<file path="src/hw/rtl/cwg_pkg.sv">
// Shared types, constants and helpers for the center-window gradient focus core.
package cwg_pkg;

    localparam int unsigned CFG_DATA_W = 12;
    localparam int unsigned CFG_IDX_W  = 1;

    localparam logic [CFG_IDX_W-1:0] REG_FRAME_WIDTH  = 1'b0;
    localparam logic [CFG_IDX_W-1:0] REG_FRAME_HEIGHT = 1'b1;

    localparam logic [CFG_DATA_W-1:0] FRAME_WIDTH_RST  = 12'd640;
    localparam logic [CFG_DATA_W-1:0] FRAME_HEIGHT_RST = 12'd480;

    localparam int unsigned LUMA_W = 8;
    localparam int unsigned SUM_W  = 32;

    // Pixel beat as it leaves the front stage.
    typedef struct packed {
        logic [LUMA_W-1:0] luma;
        logic [LUMA_W:0]   left_diff;
        logic              in_window;
        logic              clear_sum;
        logic              frame_end;
    } cwg_pix_t;

    // Floor division by three for values below 2^16 (reciprocal multiply).
    function automatic logic [15:0] div3(input logic [15:0] x);
        logic [32:0] prod;
        prod = {17'b0, x} * 33'd43691;
        return prod[32:17];
    endfunction

    function automatic logic [LUMA_W-1:0] abs_diff(input logic [LUMA_W-1:0] a,
                                                   input logic [LUMA_W-1:0] b);
        return (a >= b) ? (a - b) : (b - a);
    endfunction

endpackage

</file>
<file path="src/hw/rtl/cwg_accum.sv">
// Gradient accumulate stage and two-entry result buffer.
module cwg_accum import cwg_pkg::*; (
    input  logic              aclk,
    input  logic              aresetn,
    input  logic              pix_valid,
    input  cwg_pix_t          pix,
    input  logic [LUMA_W-1:0] above,
    output logic              out_room,
    output logic              m_valid,
    input  logic              m_ready,
    output logic [SUM_W-1:0]  m_focus_sum
);

    logic              p1_valid_reg;
    cwg_pix_t          p1_reg;
    logic [SUM_W-1:0]  sum_reg, sum_next;
    logic [LUMA_W:0]   above_diff;
    logic [LUMA_W+1:0] grad;
    logic              push, pop;
    logic              out_valid_reg, skid_valid_reg;
    logic [SUM_W-1:0]  out_data_reg, skid_data_reg;

    always_ff @(posedge aclk) begin
        if (!aresetn) begin
            p1_valid_reg <= 1'b0;
        end else begin
            p1_valid_reg <= pix_valid;
        end
    end

    always_ff @(posedge aclk) begin
        if (pix_valid) begin
            p1_reg <= pix;
        end
    end

    always_comb begin
        above_diff = {1'b0, abs_diff(p1_reg.luma, above)};
        grad       = {1'b0, above_diff} + {1'b0, p1_reg.left_diff};
        sum_next   = (p1_reg.clear_sum ? '0 : sum_reg)
                   + (p1_reg.in_window ? SUM_W'(grad) : '0);
    end

    always_ff @(posedge aclk) begin
        if (!aresetn) begin
            sum_reg <= '0;
        end else if (p1_valid_reg) begin
            sum_reg <= p1_reg.frame_end ? '0 : sum_next;
        end
    end

    assign push = p1_valid_reg && p1_reg.frame_end;
    assign pop  = out_valid_reg && m_ready;

    always_ff @(posedge aclk) begin
        if (!aresetn) begin
            out_valid_reg  <= 1'b0;
            skid_valid_reg <= 1'b0;
        end else if (pop) begin
            if (skid_valid_reg) begin
                skid_valid_reg <= push;
            end else begin
                out_valid_reg <= push;
            end
        end else if (!out_valid_reg) begin
            out_valid_reg <= push;
        end else if (push) begin
            skid_valid_reg <= 1'b1;
        end
    end

    always_ff @(posedge aclk) begin
        if (pop && skid_valid_reg) begin
            out_data_reg  <= skid_data_reg;
            skid_data_reg <= sum_next;
        end else if (pop || !out_valid_reg) begin
            out_data_reg <= sum_next;
        end else if (push) begin
            skid_data_reg <= sum_next;
        end
    end

    // A new beat may end a frame; keep a slot for it and any result in flight.
    assign out_room    = !skid_valid_reg && !(out_valid_reg && push);
    assign m_valid     = out_valid_reg;
    assign m_focus_sum = out_data_reg;

endmodule

</file>
<file path="config.mk">
export PLATFORM = sky130hd
export DESIGN_NAME = cwg_accum
export DESIGN_NICKNAME = d
export VERILOG_FILES = /design/src/hw/rtl/cwg_pkg.sv /design/src/hw/rtl/cwg_accum.sv
export SDC_FILE = /design/constraint.sdc
export NUM_CORES = 1
export LEC_CHECK = 0
export BUFFER_PORTS_ARGS = -buffer_cell sky130_fd_sc_hd__buf_4
export CELL_PAD_IN_SITES_DETAIL_PLACEMENT = 1
export CELL_PAD_IN_SITES_GLOBAL_PLACEMENT = 1
export CORE_MARGIN = 4
export CORE_UTILIZATION = 47
export DETAILED_ROUTE_END_ITERATION = 8
export PLACE_DENSITY = 0.82
export SLEW_MARGIN = 20
export SYNTH_ARGS = -nofsm -noshare
export SYNTH_HDL_FRONTEND = slang
export SYNTH_SLANG_ARGS = --single-unit
</file>
<file path="constraint.sdc">
create_clock -name aclk -period 7.2 [get_ports aclk]
set_input_delay 0.72 -clock aclk [delete_from_list [all_inputs] [get_ports aclk]]
set_output_delay 0.72 -clock aclk [all_outputs]
set_load 0.01 [all_outputs]
</file>
==> results.yml <==
outcome:
  status: "complete, no violations"
critical_path:
  critical_path.startpoint_type: "input port"
  crit_start: "above[0]"
  cp.depth: 23
  critPathCapture: "m_focus_sum[31]"
  crit_path_max_fanout: 11
  path_cells: "buf_4 -> ha_1 -> inv_1 -> fa_1 -> a21o_1 -> a21oi_1 -> and3_1 -> o21ai_1 -> mux2_2 -> fa_1 -> a21o_1 -> a21oi_1 -> o21bai_1 -> a2111oi_0 -> nor2_1 -> mux2i_1 -> ha_1 -> and2_1 -> nand3_1 -> a211o_1 -> a2111oi_2 -> xnor2_1 -> mux2_2"
  required_ns: 7.37
  slowest_delay_ns: 0.61
  rr_startpoint: "p1_reg[12]"
  r2r-end: "m_focus_sum[31]"
  rrSetupSlack_ns: 0.51
  r2r_cells: 23
  cpMaxStageDelayCell: "o21ai_1"
  crit_arrival_ns: 6.89
  critPathBufInv: 2
  setup.worst_path.end_class: "flop"
  worst-setup-path-type: "input port to flop"
  worst_path_dominant_cell_family: "compound AO/OA/AOI/OAI gates"
sta:
  min_period_ns: 6.72
  max_slew_margin_pct: 29.3
  fin_crit_sh_pct: 93.3
  finalClockSkew_ns: 0.00714
  tightest_slew_ns: 1.06
  grt_setup_unrepaired: "false"
  slew_violations: 0
  final_hold_viol_count: 0
  whs_ns: 0.469
  finalSetupTns_ns: 0
  fmax_ghz: 0.149
  setup_viol: 0
die:
  rows: 43
  chipHeight_um: 127
  coreArea_um2: 13900
  io_pins: 66
  die-area_um2: 16200
  die_w_um: 127
  initial_core_util_pct: 48.1
synthesis:
  synth_top_area_share_pct: 37.6
  synthDistinctLibCells: 57
  async_reset_ff_share_pct: 0
  synth_top_cell_by_area: "edfxtp_1"
  ys_seq_area_share_pct: 48.1
  synth_cells: 641
  syn_area_um2: 6710
  synth_seq_cells: 119
  synth_nets: 710
  ys.flop_type: "edfxtp_1"
  ys.warnings.count: 0
  ys_top_cells_by_area: "edfxtp_1 (38%), dfxtp_1 (10%), ha_1 (6.2%)"
  syn_area_per_cell_um2: 10.5
  synth-edff-count: 84
drt:
  viasPerCell: 5.75
  totalWireLength_mm: 17.6
  vias: 5170
  drc: 0
  drtAntennaViolNets: 0
  drt_iter0_markers: 418
  drt_pass1_iterations: 4
  routedWlPerCell_um: 19.6
final_layout:
  fillCellCount: 1495
  nNetsFinal: 776
  final_cell_mix: "edfxtp_1 (84), buf_4 (70), nor2_1 (51)"
  fin_area_um2: 7960
  syn_to_final_growth_pct: 18.7
  diodes: 0
  layout_commonest_cell: "edfxtp_1"
  drive_gt1_share_pct: 17.7
  fin_util_pct: 57.1
clocking:
  hold_buffers: 0
  cts_max_level: 4
  cts-buffers-inserted: 17
  cts_root_buffer: "clkbuf_16"
  clk-insertion-delay-late_ns: 0.42
  cts.sinks: 119
  tritoncts: "yes"
  clk_pin_slew_ns: 0.05
  clockBufferDepth: 2
  cts_setup_buffers: 0
  cts_resized: 0
hold_path:
  hold_path.class: "input port to flop"
placement:
  place_area_um2: 7370
  port_buffers: 65
  gp_congestion: 0.902
  hpwl_mm: 12.2
run:
  drv_cap: 0
global_routing:
  overflow: 0
  antenna_found_initial: 0
  grt_max_degree: 50
  track_usage_pct: 22.5
  grt_pass1_vias: 5532
  grt_pass1_wl_mm: 28.8
pwr:
  p_total_mw: 2.06
  cellPowerDensity_nw_per_um2: 258
  power.leakage_nw: 3.23
  peakVddDrop_mv: 0.154
metal layers:
layer  part of all wire (%)  vias up  global-route usage [%]
met2                     50      118                    37.4
met4                    1.2        0                    9.21
met3                    4.5       19                    4.06
met1                     44     2574                    28.9
met5                      0        -                       0
li1                       -     2459                       -
power by group:
part           switching [mW]  internal (mW)  leakage (nW)
clock network           0.298          0.556         0.288
logic                   0.232          0.172          1.78
registers              0.0159          0.781          1.16
total                   0.547           1.51          3.23
final cells by class:
class                      count  area [um2]  area share (%)
multi-input combinational    459        3250            40.8
sequential                   119        3220            40.5
timing repair buffer          70         526            6.60
clock buffer                  21         460            5.78
tap                          180         225            2.83
inverter                      40         150            1.89
clock inverter                10         129            1.62
worst min path at each step:
stage / start / endpoint / cells past startpoint
6_report: pix[13] / p1_reg[13] / 1
5_1_grt: pix[13] / p1_reg[13] / 1
4_1_cts: pix[13] / p1_reg[13] / 1
3_5_place_dp: sum_reg[7] / sum_reg[7] / 1
3_3_place_gp: sum_reg[8] / sum_reg[8] / 2
2_1_floorplan: sum_reg[8] / sum_reg[8] / 2
logic make-up (layout without fill, tap and decap cells):
group | Yosys count | after routing | share of synthesized area, %
AOI/OAI and AO/OA | 143 | 143 | 15.5
buffers and inverters | 63 | 141 | 3.58
muxes | 29 | 29 | 4.78
adders and majority gates | 37 | 37 | 7.35
xor gates and xnor gates | 37 | 37 | 4.83
DFF | 119 | 119 | 48.1
and+or+nand+nor | 213 | 213 | 15.9
cell usage after synthesis, types with 3 or more instances:
library cell,n
o21a_1,4
nor2b_1,21
a21boi_0,3
inv_1,39
nand2b_1,24
nor3_1,12
edfxtp_1,84
a21o_1,9
dfxtp_1,35
fa_1,4
a22o_1,5
and2_1,9
o22ai_1,4
a21oi_1,39
nand4b_1,3
o31ai_1,5
buf_2,3
and3_1,11
nand3b_1,4
clkbuf_1,20
nand4_1,8
a2111oi_4,4
mux2_2,20
a211o_1,3
a32o_1,4
a2111oi_0,3
o21ai_0,24
xnor2_1,23
mux2i_1,8
o211ai_1,8
ha_1,33
a31oi_1,7
xor2_1,14
a221o_1,3
nand3_1,16
nand2_1,48
nor2_1,51
metrics by stage:
step                      std cells  setup WS [ns]
after detailed placement        868          0.217
after global placement          868          0.584
final                           899          0.481
after CTS                       899          0.518
after global routing            899          0.122
after floorplan                 641           1.00
worst reg2reg max path: stages, from the launching register on:
cell and delay [ns]:
edfxtp_1 0.38, inv_1 0.07, ha_1 0.15, inv_1 0.06
fa_1 0.43, a21o_1 0.19, a21oi_1 0.20, and3_1 0.18
o21ai_1 0.26, mux2_2 0.41, fa_1 0.45, a21o_1 0.20
a21oi_1 0.24, o21bai_1 0.12, a2111oi_0 0.51, nor2_1 0.14
mux2i_1 0.16, ha_1 0.40, and2_1 0.20, nand3_1 0.13
a211o_1 0.52, a2111oi_2 0.52, xnor2_1 0.19, mux2_2 0.30
(Power assumes the default switching activity.)
