File: src/hw/rtl/cwg_pkg.sv
// Shared types, constants and helpers for the center-window gradient focus core.
package cwg_pkg;

    localparam int unsigned CFG_DATA_W = 12;
    localparam int unsigned CFG_IDX_W  = 1;

    localparam logic [CFG_IDX_W-1:0] REG_FRAME_WIDTH  = 1'b0;
    localparam logic [CFG_IDX_W-1:0] REG_FRAME_HEIGHT = 1'b1;

    localparam logic [CFG_DATA_W-1:0] FRAME_WIDTH_RST  = 12'd640;
    localparam logic [CFG_DATA_W-1:0] FRAME_HEIGHT_RST = 12'd480;

    localparam int unsigned LUMA_W = 8;
    localparam int unsigned SUM_W  = 32;

    // Pixel beat as it leaves the front stage.
    typedef struct packed {
        logic [LUMA_W-1:0] luma;
        logic [LUMA_W:0]   left_diff;
        logic              in_window;
        logic              clear_sum;
        logic              frame_end;
    } cwg_pix_t;

    // Floor division by three for values below 2^16 (reciprocal multiply).
    function automatic logic [15:0] div3(input logic [15:0] x);
        logic [32:0] prod;
        prod = {17'b0, x} * 33'd43691;
        return prod[32:17];
    endfunction

    function automatic logic [LUMA_W-1:0] abs_diff(input logic [LUMA_W-1:0] a,
                                                   input logic [LUMA_W-1:0] b);
        return (a >= b) ? (a - b) : (b - a);
    endfunction

endpackage

File: src/hw/rtl/cwg_geom.sv
// Geometry registers: frame size, clamped dimensions and center-window bounds.
module cwg_geom import cwg_pkg::*; #(
    parameter int MAX_WIDTH  = 2048,
    parameter int MAX_HEIGHT = 2048,
    parameter int WDW        = $clog2(MAX_WIDTH + 1),
    parameter int HDW        = $clog2(MAX_HEIGHT + 1)
) (
    input  logic                  aclk,
    input  logic                  aresetn,
    input  logic                  cfg_we,
    input  logic [CFG_IDX_W-1:0]  cfg_index,
    input  logic [CFG_DATA_W-1:0] cfg_wdata,
    output logic [WDW-1:0]        w_dim,
    output logic [WDW-1:0]        w_lo,
    output logic [WDW-1:0]        w_hi,
    output logic [HDW-1:0]        h_dim,
    output logic [HDW-1:0]        h_lo,
    output logic [HDW-1:0]        h_hi,
    output logic                  busy
);

    logic [CFG_DATA_W-1:0] width_reg;
    logic [CFG_DATA_W-1:0] height_reg;
    logic [31:0]           w_ext, h_ext, w_c, h_c;
    logic [15:0]           w_lo_q, w_hi_q, h_lo_q, h_hi_q;
    logic [WDW-1:0]        w_dim_reg, w_lo_reg, w_hi_reg;
    logic [HDW-1:0]        h_dim_reg, h_lo_reg, h_hi_reg;
    logic                  busy_reg;

    always_ff @(posedge aclk) begin
        if (!aresetn) begin
            width_reg  <= FRAME_WIDTH_RST;
            height_reg <= FRAME_HEIGHT_RST;
            busy_reg   <= 1'b1;
        end else begin
            busy_reg <= cfg_we;
            if (cfg_we) begin
                unique case (cfg_index)
                    REG_FRAME_WIDTH:  width_reg  <= cfg_wdata;
                    REG_FRAME_HEIGHT: height_reg <= cfg_wdata;
                endcase
            end
        end
    end

    // Treat zero as one and cap at the buffer limits.
    always_comb begin
        w_ext = 32'(width_reg);
        h_ext = 32'(height_reg);
        if (w_ext == 32'd0)                w_c = 32'd1;
        else if (w_ext > 32'(MAX_WIDTH))   w_c = 32'(MAX_WIDTH);
        else                               w_c = w_ext;
        if (h_ext == 32'd0)                h_c = 32'd1;
        else if (h_ext > 32'(MAX_HEIGHT))  h_c = 32'(MAX_HEIGHT);
        else                               h_c = h_ext;
        w_lo_q = div3(w_c[15:0]);
        w_hi_q = div3({w_c[14:0], 1'b0});
        h_lo_q = div3(h_c[15:0]);
        h_hi_q = div3({h_c[14:0], 1'b0});
    end

    always_ff @(posedge aclk) begin
        w_dim_reg <= w_c[WDW-1:0];
        w_lo_reg  <= w_lo_q[WDW-1:0];
        w_hi_reg  <= w_hi_q[WDW-1:0];
        h_dim_reg <= h_c[HDW-1:0];
        h_lo_reg  <= h_lo_q[HDW-1:0];
        h_hi_reg  <= h_hi_q[HDW-1:0];
    end

    assign w_dim = w_dim_reg;
    assign w_lo  = w_lo_reg;
    assign w_hi  = w_hi_reg;
    assign h_dim = h_dim_reg;
    assign h_lo  = h_lo_reg;
    assign h_hi  = h_hi_reg;
    assign busy  = busy_reg;

endmodule

File: config.mk
export PLATFORM = sky130hd
export DESIGN_NAME = cwg_geom
export DESIGN_NICKNAME = d
export VERILOG_FILES = /design/src/hw/rtl/cwg_pkg.sv /design/src/hw/rtl/cwg_geom.sv
export SDC_FILE = /design/constraint.sdc
export NUM_CORES = 1
export LEC_CHECK = 0
export ABC_AREA = 0
export BUFFER_PORTS_ARGS = -buffer_cell sky130_fd_sc_hd__buf_2
export CAP_MARGIN = 20
export CORE_MARGIN = 3
export CORE_UTILIZATION = 40
export DETAILED_ROUTE_END_ITERATION = 12
export HOLD_SLACK_MARGIN = 0.05
export PLACE_DENSITY = 0.55
export SLEW_MARGIN = 20
export SYNTH_ARGS = -nofsm -noshare
export SYNTH_HDL_FRONTEND = slang
export SYNTH_SLANG_ARGS = --single-unit
File: constraint.sdc
create_clock -name aclk -period 6.1 [get_ports aclk]
set_clock_uncertainty 0.1 [all_clocks]
set_input_delay 0.61 -clock aclk [delete_from_list [all_inputs] [get_ports aclk]]
set_output_delay 0.61 -clock aclk [all_outputs]
set_load 0.02 [all_outputs]
==> results of run 1 <==
## metrics by stage
step | instances | util, % | setup WS (ns) | power (uW)
final | 1172 | 46.3 | 0.370 | 3300
after global routing | 1172 | 46.3 | 0.0499 | 3640
after CTS | 1172 | 46.3 | 0.360 | 3350
after detailed placement | 1157 | 44.6 | 0.377 | 2720
after global placement | 1157 | 44.6 | 0.456 | 2720
after floorplan | 836 | - | 0.770 | 2280
## synthesized netlist by cell type (2+ instances only)
cell	number	area share (%)
a21boi_0	18	1.7
a21o_1	11	1.0
a21oi_1	37	2.4
a311oi_1	3	0.33
a31oi_1	8	0.64
a31oi_2	2	0.32
a41oi_2	2	0.41
and2_1	4	0.32
and3_1	6	0.48
and4_1	3	0.33
buf_4	22	2.1
clkbuf_1	11	0.52
dfxtp_1	75	19
fa_1	90	23
ha_1	148	24
inv_1	171	8.2
nand2_1	79	3.8
nand2b_1	7	0.56
nand3_1	13	0.83
nand4_1	6	0.48
nor2_1	14	0.67
nor2b_1	23	1.8
nor3_1	5	0.32
nor3b_1	2	0.19
nor4_1	5	0.40
o211ai_1	3	0.29
o211ai_2	2	0.32
o21a_1	2	0.19
o21ai_0	10	0.64
o21ai_1	6	0.38
o21bai_1	5	0.48
o31ai_1	2	0.19
or3_1	2	0.16
xnor2_1	16	1.8
xor2_1	6	0.67
## metal layers
layer | up-vias | GRT usage, % | part of all wire [%]
li1 | 2837 | - | -
met1 | 2529 | 24.7 | 53
met2 | 116 | 23.4 | 41
met3 | 17 | 2.79 | 3.9
met4 | 0 | 4.33 | 1.5
met5 | - | 0 | 0
## layout make-up
class	instances	area, um^2
repair buffers	94	485
inverters	171	642
well taps	260	325
clock buffers	10	239
multi-input cells	557	5520
fillers	1926	10200
clock inverters	5	85.1
flip-flops and latches	75	1500
## where the power goes
part	switching, uW	internal, uW
combinational	1260	824
clock	229	370
sequential	34.6	589
total	1520	1780
## worst max path at each step
stage | endpoint | startpoint | slack [ns] | depth (start not counted)
after global placement | w_lo[10] | width_reg[11] | 0.46 | 18
after floorplan | h_lo[10] | height_reg[11] | 0.77 | 19
after global routing | h_lo[10] | height_reg[11] | 0.05 | 20
after detailed placement | h_lo[10] | height_reg[11] | 0.38 | 20
final | h_lo[10] | height_reg[11] | 0.37 | 20
after CTS | h_lo[10] | height_reg[11] | 0.36 | 20
## kinds of logic (layout without fill, tap and decap cells)
logic type / after synthesis / after routing
AO/OA/AOI/OAI: 119 / 119
other: 1 / 2
buffers and inverters: 204 / 280
flip-flops: 75 / 75
adder cells (fa/ha/maj): 238 / 238
XOR/XNOR: 22 / 22
AND/OR/NAND/NOR: 176 / 176
## tightest hold or removal path: stages (launching register included)
cell	delay, ns
dfxtp_1	0.32
nand2_1	0.05
a21boi_0	0.07
==> impl_metrics.yaml, run 1 <==
timing:
  final.setup.tns_ns: 0
  worst_pin_slew_ns: 0.737
  rsz0062_at_grt: "no"
  slew_headroom_pct: 50.8
  finalSetupViolCount: 0
  post-route-period-util_pct: 93.9
  maxSlewViolCount: 0
  post-route-min-period_ns: 5.73
  hold_violations: 0
  hold_slack_ns: 0.379
  fmax_mhz: 175
synthesis:
  synth_mux_area_share_pct: 0
  synth_area_mm2: 0.00787
  ys_seq_area_share_pct: 19.1
  synth-main-ff-cell: "dfxtp_1"
  synth_adder_area_share_pct: 46.4
  synth_seq_cells: 75
  synth_xor_area_share_pct: 2.45
  synth-simple-area-share_pct: 11.1
  syn_area_per_cell_um2: 9.42
  synth_compound_area_share_pct: 10.1
  synth-edff-count: 0
  synthCells: 835
  synth_top_family_by_area: "adder cells"
  async_flop_share_pct: 0
  yosysWarnings: 0
  synth_cell_types: 51
detailed_routing:
  ant_nets: 0
  drt_pass1_iterations: 7
  vias_per_cell: 4.69
  drc: 0
  wl_per_cell_um: 14.2
  drtIter0Drc: 227
  wirelength_um: 16600
  num_vias: 5499
min_path:
  hp-start: "width_reg[8]"
  hp-class: "reg2reg"
  hold_depth: 2
  min_to: "width_reg[8]"
cts:
  cts_sinks: 75
  clkLatencyLatePin_ns: 0.35
  numCtsBuffers: 9
  post_cts_buffers: 0
  cts_buffer_depth: 2
  holdBufCountCts: 0
  clkSlewWorstSetupHoldPaths_ns: 0.07
  cts_htree_levels: 3
  cts-resized-gates: 0
  cts_tree: "yes"
  cts-root-buf: "clkbuf_16"
critical_path:
  worstReg2RegEnd: "h_lo[10]"
  path_class: "reg2reg"
  reg2regPathDepth: 20
  cp-start-kind: "flop"
  max_stage_delay_ns: 0.64
  cp-end-kind: "flop"
  cp.required_ns: 6.23
  path_delay_family: "adder cells"
  path_max_fanout: 11
  cpMostUsedCell: "inv_1"
  crit_buf_inv: 7
  reg2reg_from: "height_reg[11]"
  cp.arrival_ns: 5.86
  path_cells: "buf_4 > inv_1 > nand2_1 > inv_1 > fa_1 > inv_1 > fa_1 > inv_1 > fa_1 > inv_1 > fa_1 > inv_1 > ha_1 > and4_1 > nor2b_1 > o211ai_1 > o211ai_2 > a22oi_1 > nor3b_1 > or3_1"
  rrSetupSlack_ns: 0.37
  crit_slowest_cell: "fa_1"
floorplanning:
  die_w_um: 146
  core_area_mm2: 0.0190
  die_h_um: 146
  boundaryPins: 89
  dieArea_mm2: 0.0214
  num_rows: 50
  start_util_pct: 41.4
place:
  dpl.hpwl_um: 14200
  placed_cell_area_mm2: 0.00848
  globalplace.congestion: 0.823
  io_buffer_count: 88
finish:
  design_area_mm2: 0.00880
  drive_gt1_share_pct: 13.0
  syn_to_final_growth_pct: 11.8
  antenna_cells: 0
  final_common_cell: "inv_1"
  final_nets: 1162
  final_cell_mix: "inv_1 (171), ha_1 (148), fa_1 (90)"
global_routing:
  grt_usage_pct: 16.1
  globalRouteOverflowTotal: 0
  grt_pass1_wl_um: 28000
  grt_pass1_vias: 5642
  grt_max_degree: 26
  antenna_found_initial: 0
pwr:
  pwr_density_cell_mw_per_mm2: 375
  p_leak_uw: 0.00473
  worst_ir_drop_vdd_uv: 154
flow_run:
  drv_cap: 0
outcome:
  status: "completed"
No activity file was read; power rests on OpenSTA's default activity.
==> run 2: changes to the inputs <==
--- a/config.mk
+++ b/config.mk
@@ -6,14 +6,13 @@
 export NUM_CORES = 1
 export LEC_CHECK = 0
 export ABC_AREA = 0
-export BUFFER_PORTS_ARGS = -buffer_cell sky130_fd_sc_hd__buf_2
 export CAP_MARGIN = 20
 export CORE_MARGIN = 3
 export CORE_UTILIZATION = 40
 export DETAILED_ROUTE_END_ITERATION = 12
+export DONT_BUFFER_PORTS = 1
 export HOLD_SLACK_MARGIN = 0.05
-export PLACE_DENSITY = 0.55
-export SLEW_MARGIN = 20
+export PLACE_DENSITY = 0.51
 export SYNTH_ARGS = -nofsm -noshare
 export SYNTH_HDL_FRONTEND = slang
 export SYNTH_SLANG_ARGS = --single-unit
==> run 2 against run 1 <==
Compared with the run above: worst hold slack got worse by 0.15 ns; setup slack improved by 0.0057 ns; critical path depth is 1 lower; cell area decreased by 5.1%; sequential power rose by 31%.
==> impl_metrics.yaml, run 2 (synthesis gave the netlist of run 1 again) <==
outcome:
  status: "completed"
place:
  dp_cells: 1068
  dpl.hpwl_um: 14700
  io_buffer_count: 0
  globalplace.congestion: 0.830
floorplanning:
  die_h_um: 146
  dieArea_mm2: 0.0214
  core_area_mm2: 0.0190
  boundaryPins: 89
  num_rows: 50
  die_w_um: 146
  start_util_pct: 41.4
finish:
  antenna_cells: 0
  drive_gt1_share_pct: 3.88
  syn_to_final_growth_pct: 6.12
  final_common_cell: "inv_1"
  final_cell_mix: "inv_1 (171), ha_1 (148), fa_1 (90)"
  fin_cells: 1084
  final_nets: 1073
cts:
  numCtsBuffers: 9
  cts_tree: "yes"
  cts_buffer_depth: 2
  cts_htree_levels: 3
  clkLatencyLatePin_ns: 0.35
  cts_sinks: 75
  post_cts_buffers: 0
  cts-root-buf: "clkbuf_16"
  clkSlewWorstSetupHoldPaths_ns: 0.07
critical_path:
  rrSetupSlack_ns: 0.38
  cp-end-kind: "flop"
  cp-start-kind: "flop"
  reg2reg_from: "height_reg[11]"
  path_class: "reg2reg"
  cp.arrival_ns: 5.85
  worstReg2RegEnd: "h_lo[10]"
  path_max_fanout: 10
  cp.required_ns: 6.22
  reg2regPathDepth: 19
min_path:
  hp-class: "in2reg"
  min_to: "height_reg[8]"
  hold_depth: 1
  hp-start: "aresetn"
timing:
  post-route-min-period_ns: 5.72
  slew_headroom_pct: 50.4
  maxSlewViolCount: 0
  finalSetupViolCount: 0
  worst_pin_slew_ns: 0.737
  fmax_mhz: 175
  rsz0062_at_grt: "no"
  final.setup.tns_ns: 0
  hold_violations: 0
  post-route-period-util_pct: 93.8
detailed_routing:
  num_vias: 5350
  vias_per_cell: 4.94
  drc: 0
  wirelength_um: 17100
  drtIter0Drc: 312
  wl_per_cell_um: 15.8
  drt_pass1_iterations: 5
  ant_nets: 0
pwr:
  power_frac_comb_pct: 56.1
  pwr_density_cell_mw_per_mm2: 382
  switching_share_pct: 48.3
  p_switching_uw: 1540
  clkPwrFrac_pct: 18.2
  p_leak_uw: 0.00434
  p_int_uw: 1650
  pwr-share-seq_pct: 25.7
  worst_ir_drop_vdd_uv: 148
global_routing:
  gr-usage-met2_pct: 24.9
  grt_usage_pct: 16.8
  grt_max_degree: 26
  busiest_layer: "met2"
  antenna_found_initial: 0
  use_met3_pct: 4.00
  grt_use_met1_pct: 24.7
  grt_pass1_vias: 5678
  globalRouteOverflowTotal: 0
  grt_pass1_wl_um: 29000
flow_run:
  drv_cap: 0
==> run 2: cell count changes in the layout (fill, tap and decap cells not counted) <==
cell       previous run  this run
inv_8                 0         2
clkbuf_8              1         0
nor2b_2               0         1
buf_4                 6         5
inv_6                 2         1
clkinv_4              0         1
buf_2                88         0
clkinv_8              0         1
bufinv_16             2         1
nor2b_1              23        22
==> run 2: critical path, cell delays in order (launching register included) <==
cell and delay, ns:
dfxtp_1 0.51, buf_4 0.25, nor2b_1 0.11, ha_1 0.26, fa_1 0.56, inv_1 0.10
fa_1 0.64, inv_1 0.09, fa_1 0.53, inv_1 0.05, fa_1 0.53, inv_1 0.04
ha_1 0.34, and4_1 0.25, and2_2 0.19, nand4_1 0.12, o211ai_2 0.24, a22oi_1 0.15
nor4bb_1 0.17, or3_1 0.37
==> run 2: metrics by stage <==
stage          utilization, %  power, uW  worst slack [ns]  hold slack [ns]  instance area [um^2]
6_report                 43.9       3190             0.375            0.231                  8350
2_1_floorplan               -       2280             0.770            0.352                  7870
4_1_cts                  43.9       3230             0.203            0.215                  8350
5_1_grt                  43.9       3530           0.00502            0.216                  8350
3_3_place_gp             42.2       2610             0.322            0.371                  8030
3_5_place_dp             42.2       2620             0.238            0.379                  8030
==> run 2: timing repair <==
action,4_1_cts,5_1_grt
hold endpoints to repair,0,0
resized for setup,0,1
endpoints found under the setup margin,0,1
hold buffers,0,0
==> run 2: how the worst max path moves through the flow <==
stage | to | startpoint | cells after the start | slack [ns]
2_1_floorplan | h_lo[10] | height_reg[11] | 19 | 0.77
3_3_place_gp | h_lo[10] | height_reg[11] | 17 | 0.32
3_5_place_dp | h_lo[10] | height_reg[11] | 17 | 0.24
4_1_cts | h_lo[10] | height_reg[11] | 17 | 0.20
5_1_grt | h_lo[10] | height_reg[11] | 18 | 0.005
6_report | h_lo[10] | height_reg[11] | 19 | 0.38
==> run 2: final cells by class <==
cell class | count | area [um^2]
fill | 1919 | 10700
multi-input combinational | 557 | 5520
sequential | 75 | 1500
inverter | 171 | 642
tap | 260 | 325
clock buffer | 9 | 225
clock inverter | 7 | 93.8
timing repair buffer | 5 | 37.5
==> run 2: power groups by stage <==
stage / Clock (uW) / Sequential, uW / Combinational [uW]
final: 582 / 819 / 1790
after global routing: 619 / 834 / 2080
after CTS: 602 / 823 / 1810
after detailed placement: 0 / 835 / 1790
after global placement: 0 / 835 / 1780
after floorplan: 0 / 737 / 1540
==> run 2: layer usage <==
| layer | share of wire, % | wire length (um) |
|---|---|---|
| met3 | 6.0 | 1020 |
| met2 | 42 | 7180 |
| met4 | 1.1 | 196 |
| met1 | 51 | 8670 |
| met5 | 0 | 0 |
